==> src/design/efr_pkg.sv <==
// ----------------------------------------------------------------------------
// efr_pkg
// Shared types and codes for the escaped frame receiver: result kinds,
// verdict codes, header masks and the record passed from front to back.
// ----------------------------------------------------------------------------
package efr_pkg;

	localparam int BYTE_W    = 8;
	localparam int CRC_W     = 16;
	localparam int CFG_IDX_W = 2;
	localparam int CFG_W     = 16;

	// configuration register indexes
	localparam logic [CFG_IDX_W-1:0] CFG_ESCAPE   = 2'd0;
	localparam logic [CFG_IDX_W-1:0] CFG_DATA_TYP = 2'd1;
	localparam logic [CFG_IDX_W-1:0] CFG_ACK_TYP  = 2'd2;
	localparam logic [CFG_IDX_W-1:0] CFG_POLY     = 2'd3;

	localparam logic [BYTE_W-1:0] RST_ESCAPE   = 8'd27;
	localparam logic [BYTE_W-1:0] RST_DATA_TYP = 8'd8;
	localparam logic [BYTE_W-1:0] RST_ACK_TYP  = 8'd16;
	localparam logic [CRC_W-1:0]  RST_POLY     = 16'h1021;

	localparam logic [BYTE_W-1:0] TYPE_MASK  = 8'hf8;
	localparam logic [BYTE_W-1:0] TRIAL_MASK = 8'h07;

	// result kinds
	localparam logic KIND_PAYLOAD = 1'b0;
	localparam logic KIND_VERDICT = 1'b1;

	// verdict codes
	localparam logic [2:0] V_DATA_OK  = 3'd0;
	localparam logic [2:0] V_ACK_OK   = 3'd1;
	localparam logic [2:0] V_UNKNOWN  = 3'd2;
	localparam logic [2:0] V_BAD_CRC  = 3'd3;
	localparam logic [2:0] V_BAD_END  = 3'd4;

	// one queued result, before field formatting
	typedef struct packed {
		logic              kind;
		logic [BYTE_W-1:0] data;
		logic [2:0]        verdict;
		logic [BYTE_W-1:0] type_byte;
		logic [BYTE_W-1:0] id;
		logic [BYTE_W-1:0] port;
		logic [BYTE_W-1:0] len;
	} efr_rec_t;

endpackage

==> src/design/efr_if.sv <==
// ----------------------------------------------------------------------------
// efr_if
// Valid/ready channels: received byte stream and formatted result stream.
// ----------------------------------------------------------------------------
interface efr_byte_if;
	logic       valid;
	logic       ready;
	logic [7:0] rx_byte;

	modport source (output valid, output rx_byte, input ready);
	modport sink   (input valid, input rx_byte, output ready);
endinterface

interface efr_result_if;
	logic       valid;
	logic       ready;
	logic       out_kind;
	logic [7:0] payload_byte;
	logic [2:0] verdict;
	logic [7:0] message_id;
	logic [7:0] port_number;
	logic [7:0] payload_length;
	logic [2:0] trial_count;

	modport source (output valid, output out_kind, output payload_byte, output verdict,
		output message_id, output port_number, output payload_length,
		output trial_count, input ready);
	modport sink (input valid, input out_kind, input payload_byte, input verdict,
		input message_id, input port_number, input payload_length,
		input trial_count, output ready);
endinterface

==> src/design/efr_front.sv <==
// ----------------------------------------------------------------------------
// efr_front
// Frame parser: hunts the start pair, stores the header, runs the CRC-16 and
// pushes payload and verdict records into the result queue.
// ----------------------------------------------------------------------------
module efr_front import efr_pkg::*; (
	input  logic                 clk,
	input  logic                 arst_n,
	input  logic                 cfg_we,
	input  logic [CFG_IDX_W-1:0] cfg_index,
	input  logic [CFG_W-1:0]     cfg_data,
	input  logic                 byte_valid,
	input  logic [BYTE_W-1:0]    byte_data,
	output logic                 byte_ready,
	input  logic                 queue_full,
	output logic                 push,
	output efr_rec_t             push_rec
);

	localparam logic [2:0] PH_HUNT1  = 3'd0;
	localparam logic [2:0] PH_HUNT2  = 3'd1;
	localparam logic [2:0] PH_HEADER = 3'd2;
	localparam logic [2:0] PH_BODY   = 3'd3;
	localparam logic [2:0] PH_END1   = 3'd4;
	localparam logic [2:0] PH_END2   = 3'd5;

	localparam logic [8:0] HDR_BYTES = 9'd4;

	logic [BYTE_W-1:0] escape_q;
	logic [BYTE_W-1:0] data_typ_q;
	logic [BYTE_W-1:0] ack_typ_q;
	logic [CRC_W-1:0]  poly_q;

	logic [2:0]        ph_q, ph_d;
	logic [8:0]        cnt_q, cnt_d;
	logic [CRC_W-1:0]  crc_q, crc_d;
	logic [BYTE_W-1:0] hdr_q [4];

	logic              accept;
	logic              want_push;
	logic [CRC_W-1:0]  crc_next;
	logic [8:0]        cnt_inc;
	logic [8:0]        body_end;
	logic [BYTE_W-1:0] esc_plus1;
	logic [BYTE_W-1:0] esc_plus2;
	logic [BYTE_W-1:0] type_hi;
	logic [2:0]        verdict_d;
	logic              kind_d;

	function automatic logic [CRC_W-1:0] crc_feed(input logic [CRC_W-1:0] rem,
		input logic [BYTE_W-1:0] b, input logic [CRC_W-1:0] poly);
		logic [CRC_W-1:0] r;
		r = rem ^ {b, 8'h00};
		for (int i = 0; i < 8; i++) begin
			if (r[CRC_W-1]) begin
				r = {r[CRC_W-2:0], 1'b0} ^ poly;
			end else begin
				r = {r[CRC_W-2:0], 1'b0};
			end
		end
		return r;
	endfunction

	assign byte_ready = !queue_full;
	assign accept     = byte_valid && byte_ready;

	assign crc_next  = crc_feed(crc_q, byte_data, poly_q);
	assign cnt_inc   = cnt_q + 9'd1;
	assign body_end  = {1'b0, hdr_q[3]} + 9'd2;
	assign esc_plus1 = escape_q + 8'd1;
	assign esc_plus2 = escape_q + 8'd2;
	assign type_hi   = hdr_q[0] & TYPE_MASK;

	always_comb begin
		ph_d      = ph_q;
		cnt_d     = cnt_q;
		crc_d     = crc_q;
		want_push = 1'b0;
		kind_d    = KIND_PAYLOAD;
		verdict_d = V_DATA_OK;
		case (ph_q)
			PH_HUNT2: begin
				if (byte_data == esc_plus1) begin
					ph_d  = PH_HEADER;
					cnt_d = '0;
					crc_d = '0;
				end else begin
					ph_d = PH_HUNT1;
				end
			end
			PH_HEADER: begin
				crc_d = crc_next;
				if (cnt_inc >= HDR_BYTES) begin
					cnt_d = '0;
					ph_d  = PH_BODY;
				end else begin
					cnt_d = cnt_inc;
				end
			end
			PH_BODY: begin
				crc_d = crc_next;
				if (cnt_q < {1'b0, hdr_q[3]}) begin
					want_push = 1'b1;
				end
				if (cnt_inc >= body_end) begin
					cnt_d = '0;
					ph_d  = PH_END1;
				end else begin
					cnt_d = cnt_inc;
				end
			end
			PH_END1: begin
				if (byte_data == escape_q) begin
					ph_d = PH_END2;
				end else begin
					want_push = 1'b1;
					kind_d    = KIND_VERDICT;
					verdict_d = V_BAD_END;
					ph_d      = PH_HUNT1;
				end
			end
			PH_END2: begin
				want_push = 1'b1;
				kind_d    = KIND_VERDICT;
				ph_d      = PH_HUNT1;
				if (byte_data != esc_plus2) begin
					verdict_d = V_BAD_END;
				end else if (crc_q != '0) begin
					verdict_d = V_BAD_CRC;
				end else if (type_hi == data_typ_q) begin
					verdict_d = V_DATA_OK;
				end else if (type_hi == ack_typ_q) begin
					verdict_d = V_ACK_OK;
				end else begin
					verdict_d = V_UNKNOWN;
				end
			end
			default: begin
				ph_d = (byte_data == escape_q) ? PH_HUNT2 : PH_HUNT1;
			end
		endcase
	end

	assign push               = accept && want_push;
	assign push_rec.kind      = kind_d;
	assign push_rec.data      = byte_data;
	assign push_rec.verdict   = verdict_d;
	assign push_rec.type_byte = hdr_q[0];
	assign push_rec.id        = hdr_q[1];
	assign push_rec.port      = hdr_q[2];
	assign push_rec.len       = hdr_q[3];

	always_ff @(posedge clk or negedge arst_n) begin
		if (!arst_n) begin
			escape_q   <= RST_ESCAPE;
			data_typ_q <= RST_DATA_TYP;
			ack_typ_q  <= RST_ACK_TYP;
			poly_q     <= RST_POLY;
		end else if (cfg_we) begin
			case (cfg_index)
				CFG_ESCAPE:   escape_q   <= cfg_data[BYTE_W-1:0];
				CFG_DATA_TYP: data_typ_q <= cfg_data[BYTE_W-1:0];
				CFG_ACK_TYP:  ack_typ_q  <= cfg_data[BYTE_W-1:0];
				CFG_POLY:     poly_q     <= cfg_data;
				default:      ;
			endcase
		end
	end

	always_ff @(posedge clk or negedge arst_n) begin
		if (!arst_n) begin
			ph_q  <= PH_HUNT1;
			cnt_q <= '0;
			crc_q <= '0;
		end else if (accept) begin
			ph_q  <= ph_d;
			cnt_q <= cnt_d;
			crc_q <= crc_d;
		end
	end

	// header bytes land by position; no reset needed
	always_ff @(posedge clk) begin
		if (accept && ph_q == PH_HEADER) begin
			hdr_q[cnt_q[1:0]] <= byte_data;
		end
	end

endmodule

==> src/design/efr_fifo.sv <==
// ----------------------------------------------------------------------------
// efr_fifo
// Two-entry queue of result records between the parser and the output stage.
// ----------------------------------------------------------------------------
module efr_fifo import efr_pkg::*; (
	input  logic     clk,
	input  logic     arst_n,
	input  logic     push,
	input  efr_rec_t push_rec,
	output logic     full,
	input  logic     pop,
	output logic     head_valid,
	output efr_rec_t head_rec
);

	efr_rec_t   mem_q [2];
	logic       wr_ptr_q;
	logic       rd_ptr_q;
	logic [1:0] count_q;

	assign full       = (count_q == 2'd2);
	assign head_valid = (count_q != 2'd0);
	assign head_rec   = mem_q[rd_ptr_q];

	always_ff @(posedge clk) begin
		if (push) begin
			mem_q[wr_ptr_q] <= push_rec;
		end
	end

	always_ff @(posedge clk or negedge arst_n) begin
		if (!arst_n) begin
			wr_ptr_q <= 1'b0;
			rd_ptr_q <= 1'b0;
			count_q  <= 2'd0;
		end else begin
			if (push) begin
				wr_ptr_q <= !wr_ptr_q;
			end
			if (pop) begin
				rd_ptr_q <= !rd_ptr_q;
			end
			case ({push, pop})
				2'b10:   count_q <= count_q + 2'd1;
				2'b01:   count_q <= count_q - 2'd1;
				default: count_q <= count_q;
			endcase
		end
	end

endmodule

==> src/design/efr_back.sv <==
// ----------------------------------------------------------------------------
// efr_back
// Output stage: formats a queued record into result fields and holds it in
// a register until the downstream side takes the transaction.
// ----------------------------------------------------------------------------
module efr_back import efr_pkg::*; (
	input  logic               clk,
	input  logic               arst_n,
	input  logic               head_valid,
	input  efr_rec_t           head_rec,
	output logic               pop,
	efr_result_if.source       res
);

	logic        valid_q;
	logic        load;
	logic        kind_q;
	logic [7:0]  pbyte_q;
	logic [2:0]  verdict_q;
	logic [7:0]  id_q;
	logic [7:0]  port_q;
	logic [7:0]  len_q;
	logic [2:0]  trial_q;
	logic [7:0]  trial_full;

	assign load       = !valid_q || res.ready;
	assign pop        = head_valid && load;
	assign trial_full = head_rec.type_byte & TRIAL_MASK;

	always_ff @(posedge clk or negedge arst_n) begin
		if (!arst_n) begin
			valid_q <= 1'b0;
		end else if (load) begin
			valid_q <= head_valid;
		end
	end

	// payload byte and verdict are zero in the other kind of result
	always_ff @(posedge clk) begin
		if (pop) begin
			kind_q    <= head_rec.kind;
			pbyte_q   <= (head_rec.kind == KIND_PAYLOAD) ? head_rec.data : 8'h00;
			verdict_q <= (head_rec.kind == KIND_VERDICT) ? head_rec.verdict : V_DATA_OK;
			id_q      <= head_rec.id;
			port_q    <= head_rec.port;
			len_q     <= head_rec.len;
			trial_q   <= trial_full[2:0];
		end
	end

	assign res.valid          = valid_q;
	assign res.out_kind       = kind_q;
	assign res.payload_byte   = pbyte_q;
	assign res.verdict        = verdict_q;
	assign res.message_id     = id_q;
	assign res.port_number    = port_q;
	assign res.payload_length = len_q;
	assign res.trial_count    = trial_q;

endmodule

==> src/design/escaped_frame_receiver_crc16.sv <==
// ----------------------------------------------------------------------------
// escaped_frame_receiver_crc16
// Escaped frame receiver with CRC-16 check: parser front end, result queue
// and registered output stage.
//
//   channel  | direction | payload
//   ---------+-----------+--------------------------------------------------
//   rx_ch    | in        | rx_byte
//   res_ch   | out       | out_kind, payload_byte, verdict, message_id,
//            |           | port_number, payload_length, trial_count
//   cfg      | in        | cfg_we, cfg_index, cfg_data (write only)
//
// One byte per cycle while the queue is not full: the parser does its phase
// step and the full 8-bit CRC update in the cycle the byte is taken. A
// result reaches res_ch through the queue write and then the output register.
// rx_ch.ready drops only when the two-entry queue is full, i.e. when res_ch
// has stalled long enough. arst_n clears phase, counters, CRC, queue and
// output valid and loads the register reset values.
// ----------------------------------------------------------------------------
module escaped_frame_receiver_crc16 import efr_pkg::*; (
	input  logic                 clk,
	input  logic                 arst_n,
	input  logic                 cfg_we,
	input  logic [CFG_IDX_W-1:0] cfg_index,
	input  logic [CFG_W-1:0]     cfg_data,
	efr_byte_if.sink             rx_ch,
	efr_result_if.source         res_ch
);

	logic     push;
	efr_rec_t push_rec;
	logic     full;
	logic     pop;
	logic     head_valid;
	efr_rec_t head_rec;

	efr_front u_front (
		.clk        (clk),
		.arst_n     (arst_n),
		.cfg_we     (cfg_we),
		.cfg_index  (cfg_index),
		.cfg_data   (cfg_data),
		.byte_valid (rx_ch.valid),
		.byte_data  (rx_ch.rx_byte),
		.byte_ready (rx_ch.ready),
		.queue_full (full),
		.push       (push),
		.push_rec   (push_rec)
	);

	efr_fifo u_fifo (
		.clk        (clk),
		.arst_n     (arst_n),
		.push       (push),
		.push_rec   (push_rec),
		.full       (full),
		.pop        (pop),
		.head_valid (head_valid),
		.head_rec   (head_rec)
	);

	efr_back u_back (
		.clk        (clk),
		.arst_n     (arst_n),
		.head_valid (head_valid),
		.head_rec   (head_rec),
		.pop        (pop),
		.res        (res_ch)
	);

endmodule
==> src/flat_wrapper.sv <==
// flat-port wrapper written by rule: the top's interface ports become plain ports
module escaped_frame_receiver_crc16_flat import efr_pkg::*;
  (clk, arst_n, cfg_we, cfg_index, cfg_data, rx_ch_valid, rx_ch_rx_byte, rx_ch_ready, res_ch_valid, res_ch_out_kind, res_ch_payload_byte, res_ch_verdict, res_ch_message_id, res_ch_port_number, res_ch_payload_length, res_ch_trial_count, res_ch_ready);
  efr_byte_if rx_ch_i ();
  efr_result_if res_ch_i ();
  input  logic clk;
  input  logic arst_n;
  input  logic cfg_we;
  input  logic [CFG_IDX_W-1:0] cfg_index;
  input  logic [CFG_W-1:0] cfg_data;
  input wire logic [$bits(rx_ch_i.valid)-1:0] rx_ch_valid;
  input wire logic [$bits(rx_ch_i.rx_byte)-1:0] rx_ch_rx_byte;
  output wire logic [$bits(rx_ch_i.ready)-1:0] rx_ch_ready;
  output wire logic [$bits(res_ch_i.valid)-1:0] res_ch_valid;
  output wire logic [$bits(res_ch_i.out_kind)-1:0] res_ch_out_kind;
  output wire logic [$bits(res_ch_i.payload_byte)-1:0] res_ch_payload_byte;
  output wire logic [$bits(res_ch_i.verdict)-1:0] res_ch_verdict;
  output wire logic [$bits(res_ch_i.message_id)-1:0] res_ch_message_id;
  output wire logic [$bits(res_ch_i.port_number)-1:0] res_ch_port_number;
  output wire logic [$bits(res_ch_i.payload_length)-1:0] res_ch_payload_length;
  output wire logic [$bits(res_ch_i.trial_count)-1:0] res_ch_trial_count;
  input wire logic [$bits(res_ch_i.ready)-1:0] res_ch_ready;
  assign rx_ch_i.valid = rx_ch_valid;
  assign rx_ch_i.rx_byte = rx_ch_rx_byte;
  assign rx_ch_ready = rx_ch_i.ready;
  assign res_ch_valid = res_ch_i.valid;
  assign res_ch_out_kind = res_ch_i.out_kind;
  assign res_ch_payload_byte = res_ch_i.payload_byte;
  assign res_ch_verdict = res_ch_i.verdict;
  assign res_ch_message_id = res_ch_i.message_id;
  assign res_ch_port_number = res_ch_i.port_number;
  assign res_ch_payload_length = res_ch_i.payload_length;
  assign res_ch_trial_count = res_ch_i.trial_count;
  assign res_ch_i.ready = res_ch_ready;
  escaped_frame_receiver_crc16 u_core (.clk(clk), .arst_n(arst_n), .cfg_we(cfg_we), .cfg_index(cfg_index), .cfg_data(cfg_data), .rx_ch(rx_ch_i), .res_ch(res_ch_i));
endmodule
==> config.mk <==
export PLATFORM = sky130hd
export DESIGN_NAME = escaped_frame_receiver_crc16_flat
export DESIGN_NICKNAME = d
export VERILOG_FILES = /design/src/design/efr_pkg.sv /design/src/design/efr_if.sv /design/src/design/efr_front.sv /design/src/design/efr_fifo.sv /design/src/design/efr_back.sv /design/src/design/escaped_frame_receiver_crc16.sv /design/src/flat_wrapper.sv
export SDC_FILE = /design/constraint.sdc
export NUM_CORES = 1
export LEC_CHECK = 0
export BUFFER_PORTS_ARGS = -buffer_cell sky130_fd_sc_hd__clkbuf_2
export CAP_MARGIN = 5
export CELL_PAD_IN_SITES_DETAIL_PLACEMENT = 1
export CELL_PAD_IN_SITES_GLOBAL_PLACEMENT = 1
export CORE_MARGIN = 3
export CORE_UTILIZATION = 30
export CTS_CLUSTER_SIZE = 25
export DETAILED_ROUTE_END_ITERATION = 8
export HOLD_SLACK_MARGIN = 0.1
export PLACE_DENSITY = 0.57
export REMOVE_ABC_BUFFERS = 1
export SYNTH_ARGS = -nofsm -noshare
export SYNTH_HDL_FRONTEND = slang
export SYNTH_HIERARCHICAL = 1
export SYNTH_SLANG_ARGS = --single-unit
==> constraint.sdc <==
create_clock -name clk -period 4.6 [get_ports clk]
set_clock_uncertainty 0.2 [all_clocks]
set_input_delay 0.92 -clock clk [delete_from_list [all_inputs] [get_ports clk]]
set_output_delay 0.92 -clock clk [all_outputs]
set_load 0.1 [all_outputs]
After elaboration in Yosys (flattened, before gate mapping)

Memories as Yosys holds them, arrays and structs flattened.
Cells that the tools add are included.

Bits in registers: 112
Memories: 2
RAM bits: 120
Output and inout bits: 41
Logic and storage cells: 115
Bits of input ports: 31

Reductions and logical operators: 23
Add/subtract/negate cells: 6
Multiplexer cells: 35
Magnitude comparators: 3
Equality and inequality tests: 19
Bitwise operators: 9

Memory list:

| memory               | depth | width | rd ports | clocked after Yosys merged registers in | wr ports | line            | RTL |
|---|---|---|---|---|---|---|---|
| u_core.u_fifo.mem_q  | 2     | 44    | 1        | 0                                       | 1        | efr_fifo.sv:16  | `efr_rec_t mem_q [2];` |
| u_core.u_front.hdr_q | 4     | 8     | 4        | 0                                       | 1        | efr_front.sv:37 | `logic [BYTE_W-1:0] hdr_q [4];` |

Operator list:

| cell                                                | number |
|---|---|
| two-way mux 16 bit                                  | 9 |
| bitwise XOR 16 bit                                  | 9 |
| equality test 8 bit                                 | 4 |
| case mux 16 bit (2 select lines)                    | 1 |
| two-way mux 9 bit                                   | 3 |
| case mux 9 bit (3 select lines)                     | 1 |
| nonzero test 16 bit                                 | 1 |
| two-way mux 3 bit                                   | 5 |
| case mux 3 bit (5 select lines)                     | 1 |
| adder 8 x 2 -> 9 bit, second input constant         | 1 |
| adder 9 x 1 -> 9 bit, second input constant         | 1 |
| >= comparator 9 x 3 -> 1 bit, second input constant | 1 |
| >= comparator 9 bit                                 | 1 |
| < comparator 9 x 8 -> 1 bit                         | 1 |
| AND reduction 3 bit                                 | 3 |
| adder 8 x 1 -> 8 bit, second input constant         | 1 |
| adder 8 x 2 -> 8 bit, second input constant         | 1 |
| equality test 2 bit, second input constant          | 4 |
| two-way mux 2 bit                                   | 4 |
| inequality test 8 bit                               | 1 |
| AND reduction 2 bit                                 | 4 |
| two-way mux 1 bit                                   | 7 |
| equality test 3 x 2 -> 1 bit, second input constant | 2 |
| equality test 3 bit, second input constant          | 2 |
| 16 further kinds                                    | 27 |

Logic depth before layout (Yosys ltp)

Gate-level depths: netlist (run 1).

Depth after elaboration: 18
Mapped depth: 17
Depth with buffers taken out: 17

Hierarchy

The synthesis (run 1) kept the hierarchy.

Modules (own cells, without submodules):

| module    | times used | cells an instance | seq. area each (um2) | area each (um2) |
|---|---|---|---|---|
| efr_front | 1          | 809               | 2673.8               | 7576.0 |
| efr_fifo  | 1          | 153               | 2742.6               | 3562.2 |
| efr_back  | 1          | 55                | 1196.1               | 1291.2 |

Worst setup path after synthesis (run 1)

OpenSTA, ideal clock, no wires.

Path kind: input-to-reg
Start: input port rx_ch_rx_byte[6]
End: register u_core.u_front.crc_q[15]
Arrival: 4.367 ns
Library setup time: 0.069 ns
Setup slack: -0.036 ns
Data required time: 4.331 ns
Stages: 13
Cells stage by stage: xnor2_1 -> nor3_1 -> mux2_4 -> or4_4 -> and3_4 -> or3_1 -> and2_4 -> xnor3_1 -> o211a_4 -> nor3_4 -> buf_2 -> nand4_1 -> nand3_1

Word-level cells in the longest chain between the ends: 17
Elaborated cells between the ends (all ways): 20
Those cells by class: eq/ne: 2; mux: 9; bitwise: 8; reduce/logical: 1

RTL lines:

| item                             | line               | RTL |
|---|---|---|
| from (decl)                      | flat_wrapper.sv:12 | `input wire logic [$bits(rx_ch_i.rx_byte)-1:0] rx_ch_rx_byte;` |
| bitwise XOR 16 bit               | efr_front.sv:53    | `r = rem ^ {b, 8'h00};` |
| bitwise XOR 16 bit               | efr_front.sv:56    | `r = {r[CRC_W-2:0], 1'b0} ^ poly;` |
| two-way mux 16 bit (2 in a row)  | efr_front.sv:55    | `if (r[CRC_W-1]) begin` |
| bitwise XOR 16 bit               | efr_front.sv:56    |  |
| two-way mux 16 bit               | efr_front.sv:55    |  |
| bitwise XOR 16 bit               | efr_front.sv:56    |  |
| two-way mux 16 bit               | efr_front.sv:55    |  |
| bitwise XOR 16 bit               | efr_front.sv:56    |  |
| two-way mux 16 bit               | efr_front.sv:55    |  |
| bitwise XOR 16 bit               | efr_front.sv:56    |  |
| two-way mux 16 bit               | efr_front.sv:55    |  |
| bitwise XOR 16 bit               | efr_front.sv:56    |  |
| two-way mux 16 bit               | efr_front.sv:55    |  |
| bitwise XOR 16 bit               | efr_front.sv:56    |  |
| two-way mux 16 bit               | efr_front.sv:55    |  |
| case mux 16 bit (2 select lines) | efr_front.sv:81    | `case (ph_q)` |
| to (signal assigned)             | efr_front.sv:178   | `crc_q <= crc_d;` |
| to (decl)                        | efr_front.sv:36    | `logic [CRC_W-1:0] crc_q, crc_d;` |

Parallel ways exist; a longest one is shown, timed or not.
A chain may end at the register's enable or synchronous reset.

Final worst setup path (run 1)

Start: input port rx_ch_rx_byte[7]
End: register u_core.u_front.crc_q[7]

Word-level cells in the longest chain between the ends: 17
Elaborated cells between the ends (all ways): 20
Those cells by class: eq/ne: 2; mux: 9; bitwise: 8; reduce/logical: 1

RTL lines:

| item                             | line |
|---|---|
| bitwise XOR 16 bit               | efr_front.sv:53 |
| two-way mux 16 bit               | efr_front.sv:55 |
| bitwise XOR 16 bit               | efr_front.sv:56 |
| two-way mux 16 bit               | efr_front.sv:55 |
| bitwise XOR 16 bit               | efr_front.sv:56 |
| two-way mux 16 bit               | efr_front.sv:55 |
| bitwise XOR 16 bit               | efr_front.sv:56 |
| two-way mux 16 bit               | efr_front.sv:55 |
| bitwise XOR 16 bit               | efr_front.sv:56 |
| two-way mux 16 bit               | efr_front.sv:55 |
| bitwise XOR 16 bit               | efr_front.sv:56 |
| two-way mux 16 bit               | efr_front.sv:55 |
| bitwise XOR 16 bit               | efr_front.sv:56 |
| two-way mux 16 bit               | efr_front.sv:55 |
| bitwise XOR 16 bit               | efr_front.sv:56 |
| two-way mux 16 bit               | efr_front.sv:55 |
| case mux 16 bit (2 select lines) | efr_front.sv:81 |

Parallel ways exist; a longest one is shown, timed or not.

==> results_dict.tcl, run 1 <==
set metrics [dict create \
    hold_violations 0 \
    die_area_um2 42600 \
    worstPathRequired_ns 4.82 \
    cts.clk_slew.worst_paths_ns 0.06 \
    drc 0 \
    synthCells 1002 \
    grt_pass1_wl_um 47900 \
    hp-class "reg2reg" \
    m1WireLength_um 13900 \
    drive_above_1_share 0.267 \
    gr-total-overflow 0 \
    antenna_left 0 \
    critical_path_class "in2reg" \
    ctsHoldBuffers 0 \
    setup_viol 0 \
    first_global_vias 8381 \
    n_fill_cell 4274 \
    max_freq_mhz 230 \
    cts_buffer_depth 3 \
    detailedPlace.worstSlack_ns -0.271 \
    h-tree-depth 1 \
    grt_antenna_before_repair 0 \
    num_vias 8018 \
    cts_made_buffers 25 \
    core_um2 39200 \
    post-route-min-period_ns 4.35 \
    worstPathCellList "clkbuf_2 > xor2_2 > xnor2_1 > mux2_4 > or4_4 > and3_4 > or3_1 > and2_4 > xnor3_1 > o211a_4 > buf_4 > nor4b_2 > xnor2_1 > o31ai_1" \
    cp_slowest_stage_delay_ns 0.49 \
    wl_met2_um 15000 \
    io-pin-count 72 \
    outcome "finished clean" \
    avgSynthCellArea_um2 12.0 \
    cp_top_family "simple AND/OR/NAND/NOR gates" \
    wl_um 30400 \
    worstMarginPinSlew_ns 1.01 \
    insertion_delay_ns 0.52 \
    fp.dieH_um 206 \
    stdcell_area_um2 14100 \
    worst_path_max_delay_cell "or4_4" \
    tritoncts "built" \
    crit_path_max_fanout 3 \
    dp_hpwl_um 21800 \
    max-cap-violations 0 \
    routedWlPerCell_um 18.5 \
    cts_sinks 222 \
    synth-warning-count 6 \
    vias_per_cell 4.88 \
    met3WireLength_um 1020 \
    grt_use_total 0.144 \
    reg2reg_slack_ns 0.36 \
    rsz0062_at_grt "false" \
    layout_commonest_cell "edfxtp_1" \
    cts_resized 0 \
    final_nets 1169 \
    routed.top_layer "met4" \
    crit_top_cell "xnor2_1" \
    cp_data_arrival_time_ns 4.57 \
    gp_congestion 0.790 \
    relSlewSlack 0.330 \
    slew_violations 0 \
    fp-row-count 72 \
    grt_max_degree 74 \
    crit_path_end_kind "flip-flop" \
    die_width_um 206 \
    root_buffer "clkbuf_16" \
    dr.pass1.iters 5 \
    drtIter0Drc 361 \
    area_growth_pct 17.2 \
    placed_cell_area_um2 13300 \
    diodes 0 \
    io_buffers 71 \
    layout_common_cells "edfxtp_1 (149), xnor2_1 (109), nand2_1 (98)" \
    crit_buf_inv 2 \
    setup_ws_ns 0.249 \
    initial_utilization 0.308 \
    post-cts-setup-buffers 0 \
    min_period_over_period 0.946 \
    syn_area_um2 12100 \
    cp-start-kind "input pin" \
]
sequential cells by signal, summed over array words and instances (netlist names):
signal and count:
u_core/u_back/res.port_number 8, u_core/u_fifo/wr_ptr_q 1, u_core/u_back/res.payload_byte 8, u_core/u_front/poly_q 16
u_core/u_back/res.trial_count 3, u_core/u_back/res.valid 1, u_core/u_front/ack_typ_q 8, u_core/u_fifo/mem_q 78
u_core/u_back/res.payload_length 8, u_core/u_front/hdr_q 32, u_core/u_back/res.out_kind 1, u_core/u_back/res.verdict 3
u_core/u_fifo/count_q 2, u_core/u_front/escape_q 8, u_core/u_front/cnt_q 9, u_core/u_front/ph_q 3
u_core/u_front/data_typ_q 8, u_core/u_back/res.message_id 8, u_core/u_fifo/rd_ptr_q 1, u_core/u_front/crc_q 16
metrics by stage:
| stage | std cells | setup TNS, ns | hold slack [ns] | utilization |
|---|---|---|---|---|
| after floorplan | 942 | -4.54 | 0.221 | - |
| after global placement | 1602 | -1.32 | 0.223 | 0.340 |
| after detailed placement | 1602 | -2.59 | 0.231 | 0.340 |
| after CTS | 1644 | 0 | 0.245 | 0.360 |
| after global routing | 1644 | 0 | 0.259 | 0.360 |
| final | 1644 | 0 | 0.243 | 0.360 |
per-layer routing:
layer	track usage	up-vias
li1	-	3818
met1	0.190	4037
met2	0.253	125
met3	0.0162	38
met4	0.0330	0
met5	0	-
path summary, 6_finish.rpt:
kind / startpoint / end / cells past startpoint
max: rx_ch_rx_byte[7] / u_core/u_front/crc_q[7]$_DFFE_PN0P_ / 14
min: u_core/u_front/hdr_q[1][2]$_DFFE_PP_ / u_core/u_fifo/mem_q[0][18]$_DFFE_PP_ / 0
min in group asynchronous: arst_n / u_core/u_back/res.valid$_DFFE_PN0P_ / 1
max reg2reg: u_core/u_front/crc_q[15]$_DFFE_PN0P_ / u_core/u_front/crc_q[7]$_DFFE_PN0P_ / 13
max in group asynchronous: arst_n / u_core/u_front/poly_q[14]$_DFFE_PN0P_ / 1
min reg2reg: u_core/u_front/hdr_q[1][2]$_DFFE_PP_ / u_core/u_fifo/mem_q[0][18]$_DFFE_PP_ / 0
cell type report:
cell class,count,area [um2],area share
multi-input cells,691,5290,0.375
repair buffers,142,953,0.0675
clock buffers,27,633,0.0448
well taps,518,648,0.0459
clock inverters,15,175,0.0124
flip-flops and latches,222,6310,0.447
inverters,29,109,0.00771
worst reg2reg max path, delay by kind of cell, from the launching register on:
kind	cells	cell delay (ns)
xor gates and xnor gates	4	0.95
and+or+nand+nor	5	1.54
DFF	1	0.47
muxes	1	0.35
AOI/OAI and AO/OA	2	0.48
buffers and inverters	1	0.15
Power of run 1 is not shown: default switching activity piles up to over one toggle a cycle in this logic, so the estimate is an artifact.
==> run 2, diff against run 1 <==
- CORE_MARGIN: 3 -> default
==> run 2 against run 1 <==
Compared with the run above:
- register-to-register slack lost 0.05 ns
- utilization decreased by 0.23 points
- sequential cell count did not move
- non-clock buffer count grew 6
- hold slack improved by 0.00087 ns
- maximum frequency rose by 0.85%
- critical path depth stayed put
- critical endpoint is now u_core/u_front/crc_q[2]$_DFFE_PN0P_
- largest cell class unchanged
==> results_dict.tcl, run 2 (same netlist as run 1, synthesis figures left out) <==
set metrics [dict create \
    worstReg2RegEnd "u_core/u_front/crc_q[2]$_DFFE_PN0P_" \
    layout_common_cells "edfxtp_1 (149), xnor2_1 (109), nand2_1 (98)" \
    crit_path_max_fanout 3 \
    slew_violations 0 \
    routedWlPerCell_um 18.9 \
    drive_above_1_share 0.269 \
    io-pin-count 72 \
    area_growth_pct 17.8 \
    diodes 0 \
    antenna_left 0 \
    ctsHoldBuffers 0 \
    dp_hpwl_um 22500 \
    hp-class "in2async" \
    worstPathCellList "clkbuf_2 > xor2_2 > xnor2_1 > mux2_4 > or4_4 > and3_4 > or3_1 > and2_4 > xnor3_1 > o211a_4 > buf_4 > nor4b_2 > xor2_1 > o31ai_1" \
    insertion_delay_ns 0.52 \
    grt_max_degree 50 \
    post-route-min-period_ns 4.31 \
    cts_buffer_depth 3 \
    detailedPlace.worstSlack_ns -0.233 \
    die_area_um2 41000 \
    fp.dieH_um 202 \
    largest_reg_flops 78 \
    worstMarginPinSlew_ns 1.03 \
    num_vias 8042 \
    reg2reg_slack_ns 0.31 \
    reg2reg_depth 16 \
    crit_path_end_kind "flip-flop" \
    core_um2 39600 \
    initial_utilization 0.304 \
    min_period_over_period 0.938 \
    vias_per_cell 4.84 \
    post-cts-setup-buffers 0 \
    critical_path_class "in2reg" \
    first_global_vias 8423 \
    fp-row-count 73 \
    cp_slowest_stage_delay_ns 0.49 \
    final_nets 1175 \
    worst_path_max_delay_cell "or4_4" \
    rsz0062_at_grt "false" \
    drtIter0Drc 355 \
    relSlewSlack 0.309 \
    grt_use_total 0.154 \
    timing.rr.start "u_core/u_front/crc_q[15]$_DFFE_PN0P_" \
    cp-start-kind "input pin" \
    wl_um 31400 \
    worstPathRequired_ns 4.82 \
    max-cap-violations 0 \
    cts_made_buffers 25 \
    tritoncts "built" \
    io_buffers 71 \
    cts_sinks 222 \
    cts.clk_slew.worst_paths_ns 0.06 \
    dr.pass1.iters 4 \
    die_width_um 202 \
    hold_violations 0 \
    cts_resized 0 \
    drc 0 \
    outcome "finished clean" \
    setup_ws_ns 0.286 \
    gp_congestion 0.835 \
    h-tree-depth 1 \
    cp_data_arrival_time_ns 4.53 \
    root_buffer "clkbuf_16" \
    grt_antenna_before_repair 0 \
    layout_commonest_cell "edfxtp_1" \
    top_register "u_core/u_fifo/mem_q" \
    grt_pass1_wl_um 49400 \
    gr-total-overflow 0 \
    setup_viol 0 \
    max_freq_mhz 232 \
]
run 2: per-layer routing:
layer  vias up  wire [um]  GRT usage
met3        30        972     0.0175
met1      4059      14600      0.210
met2       127      15300      0.260
li1       3826          -          -
met5         -          0          0
met4         0        585     0.0387
run 2: worst max path at each step:
stage,startpoint,end,slack [ns],cells after the start
after global routing,u_core/u_front/crc_q[15]$_DFFE_PN0P_,u_core/u_front/crc_q[2]$_DFFE_PN0P_,0.06,16
after global placement,rx_ch_rx_byte[7],u_core/u_front/crc_q[7]$_DFFE_PN0P_,-0.17,14
after detailed placement,rx_ch_rx_byte[7],u_core/u_front/crc_q[2]$_DFFE_PN0P_,-0.23,14
after CTS,rx_ch_rx_byte[7],u_core/u_front/crc_q[5]$_DFFE_PN0P_,0.30,14
after floorplan,rx_ch_rx_byte[7],u_core/u_front/crc_q[3]$_DFFE_PN0P_,-0.33,12
final,rx_ch_rx_byte[7],u_core/u_front/crc_q[2]$_DFFE_PN0P_,0.29,14
run 2: final cells by class:
class                           count  area, um2
Clock inverter                     13        180
Sequential cell                   222       6310
Timing Repair Buffer              148        986
Tap cell                          525        657
Multi-Input combinational cell    691       5300
Clock buffer                       33        656
Inverter                           29        109
Fill cell                        4319      25400
run 2: stage by stage:
step	setup TNS (ns)	std cells	hold WS (ns)	util	cell area, um2
2_1_floorplan	-4.54	942	0.221	-	11700
3_3_place_gp	-1.06	1615	0.223	0.337	13400
3_5_place_dp	-2.09	1615	0.233	0.337	13400
4_1_cts	0	1661	0.247	0.358	14200
5_1_grt	0	1661	0.252	0.358	14200
6_report	0	1661	0.244	0.358	14200
run 2: worst max-delay path, delay by kind of cell:
kind | cells | cell delay, ns
AO/OA/AOI/OAI | 2 | 0.48
XOR/XNOR | 4 | 0.97
buffers and inverters | 2 | 0.29
multiplexers | 1 | 0.34
AND/OR/NAND/NOR | 5 | 1.51
Power of run 2 is left out for the same reason.
==> run 3, diff against run 2 <==
- ABC_CLOCK_PERIOD_IN_PS: default -> 4600
- CORE_UTILIZATION: 30 -> 46
- PLACE_DENSITY: 0.57 -> 0.8
- SLEW_MARGIN: default -> 25
==> run 3 against run 2 <==
Compared with the run above:
- clock-buffer cell count down 3
- design area fell by 3.3%
- first-iteration DRC count is 65% higher
- largest cell class unchanged
- utilization increased by 18 points
==> results_dict.tcl, run 3 (same netlist as run 1, synthesis figures left out) <==
set metrics [dict create \
    drtIter0Drc 585 \
    grt_antenna_before_repair 0 \
    io_buffers 71 \
    antenna_left 0 \
    tritoncts "built" \
    ctsHoldBuffers 0 \
    vias_per_cell 5.77 \
    worstMarginPinSlew_ns 1.01 \
    cp-endpoint "u_core/u_front/crc_q[7]$_DFFE_PN0P_" \
    area_growth_pct 13.9 \
    n_fill_cell 2633 \
    timing.rr.start "u_core/u_front/crc_q[13]$_DFFE_PN0P_" \
    gr-total-overflow 0 \
    root_buffer "clkbuf_16" \
    routedWlPerCell_um 22.2 \
    fp-row-count 58 \
    initial_utilization 0.473 \
    rsz0062_at_grt "false" \
    post-route-min-period_ns 4.33 \
    worstReg2RegEnd "u_core/u_front/crc_q[7]$_DFFE_PN0P_" \
    drive_above_1_share 0.252 \
    crit_path_max_fanout 7 \
    largest_reg_flops 78 \
    setup_tns_ns 0 \
    crit_path_end_kind "flip-flop" \
    h-tree-depth 1 \
    relSlewSlack 0.326 \
    num_vias 8337 \
    reg2reg_depth 15 \
    outcome "finished clean" \
    critical_path_class "in2reg" \
    hp-class "in2async" \
    layout_common_cells "edfxtp_1 (149), xnor2_1 (109), nand2_1 (98)" \
    slew_violations 0 \
    setup_viol 0 \
    dr.pass1.iters 5 \
    cp_data_arrival_time_ns 4.54 \
    cp-start-kind "input pin" \
    detailedPlace.worstSlack_ns -0.162 \
    layout_commonest_cell "edfxtp_1" \
    insertion_delay_ns 0.52 \
    first_global_vias 8900 \
    wl_um 32100 \
    gp_congestion 0.839 \
    grt_max_degree 46 \
    cts_buffer_depth 3 \
    grt_use_total 0.247 \
    crit_start "rx_ch_rx_byte[7]" \
    cts.clk_slew.worst_paths_ns 0.07 \
    die_width_um 164 \
    reg2reg_slack_ns 0.37 \
    grt_pass1_wl_um 51000 \
    diodes 0 \
    cts_resized 0 \
    fp.dieH_um 164 \
    worstPathRequired_ns 4.81 \
    setup_ws_ns 0.274 \
    core_um2 25500 \
    max-cap-violations 0 \
    io-pin-count 72 \
    post-cts-setup-buffers 0 \
    final_nets 1155 \
    placed_cell_area_um2 13000 \
    hold_violations 0 \
    die_area_um2 26900 \
    min_period_over_period 0.940 \
    top_register "u_core/u_fifo/mem_q" \
    dp_hpwl_um 22300 \
    cts_sinks 222 \
    max_freq_mhz 231 \
    stdcell_area_um2 13700 \
    cts_made_buffers 24 \
    drc 0 \
]
-- run 3: how the worst min path moves through the flow --
stage | startpoint | to | slack (ns) | depth (start not counted)
floorplan | u_core/u_front/hdr_q[2][2]$_DFFE_PP_ | u_core/u_fifo/mem_q[0][10]$_DFFE_PP_ | 0.22 | 0
global placement | u_core/u_front/hdr_q[1][1]$_DFFE_PP_ | u_core/u_fifo/mem_q[0][17]$_DFFE_PP_ | 0.22 | 0
detailed placement | u_core/u_front/hdr_q[2][4]$_DFFE_PP_ | u_core/u_fifo/mem_q[0][12]$_DFFE_PP_ | 0.24 | 0
CTS | arst_n | u_core/u_fifo/rd_ptr_q$_DFFE_PN0P_ | 0.23 | 1
global route | arst_n | u_core/u_fifo/rd_ptr_q$_DFFE_PN0P_ | 0.25 | 1
finish | arst_n | u_core/u_fifo/rd_ptr_q$_DFFE_PN0P_ | 0.22 | 1
-- run 3: per-layer routing --
| layer | GRT usage | wire length (um) | vias up |
|---|---|---|---|
| li1 | - | - | 3784 |
| met1 | 0.310 | 13400 | 4239 |
| met2 | 0.445 | 16500 | 256 |
| met3 | 0.0285 | 1480 | 58 |
| met4 | 0.0745 | 753 | 0 |
| met5 | 0 | 0 | - |
-- run 3: layout make-up --
| cell class | instances | area, um2 | share of cell area |
|---|---|---|---|
| Timing Repair Buffer | 129 | 851 | 0.0620 |
| Multi-Input combinational cell | 691 | 5290 | 0.386 |
| Clock inverter | 14 | 106 | 0.00775 |
| Inverter | 29 | 109 | 0.00793 |
| Sequential cell | 222 | 6310 | 0.460 |
| Tap cell | 330 | 413 | 0.0301 |
| Clock buffer | 30 | 644 | 0.0469 |
-- run 3: stage by stage --
stage | instances | hold WS (ns) | util
2_1_floorplan | 942 | 0.221 | -
4_1_cts | 1445 | 0.232 | 0.539
6_report | 1445 | 0.220 | 0.539
3_3_place_gp | 1400 | 0.222 | 0.508
3_5_place_dp | 1401 | 0.238 | 0.510
5_1_grt | 1445 | 0.249 | 0.539
-- run 3: worst max-delay path, cell delays in order --
cell	delay, ns
clkbuf_2	0.16
buf_4	0.17
xnor2_2	0.16
xnor2_1	0.34
mux2_2	0.39
or2_1	0.27
o21ai_1	0.23
a21oi_1	0.12
or4_1	0.57
buf_4	0.19
nand2_1	0.12
a211oi_2	0.09
buf_4	0.17
nor4b_2	0.24
xnor2_1	0.13
o31ai_1	0.26
Power of run 3 is left out for the same reason.
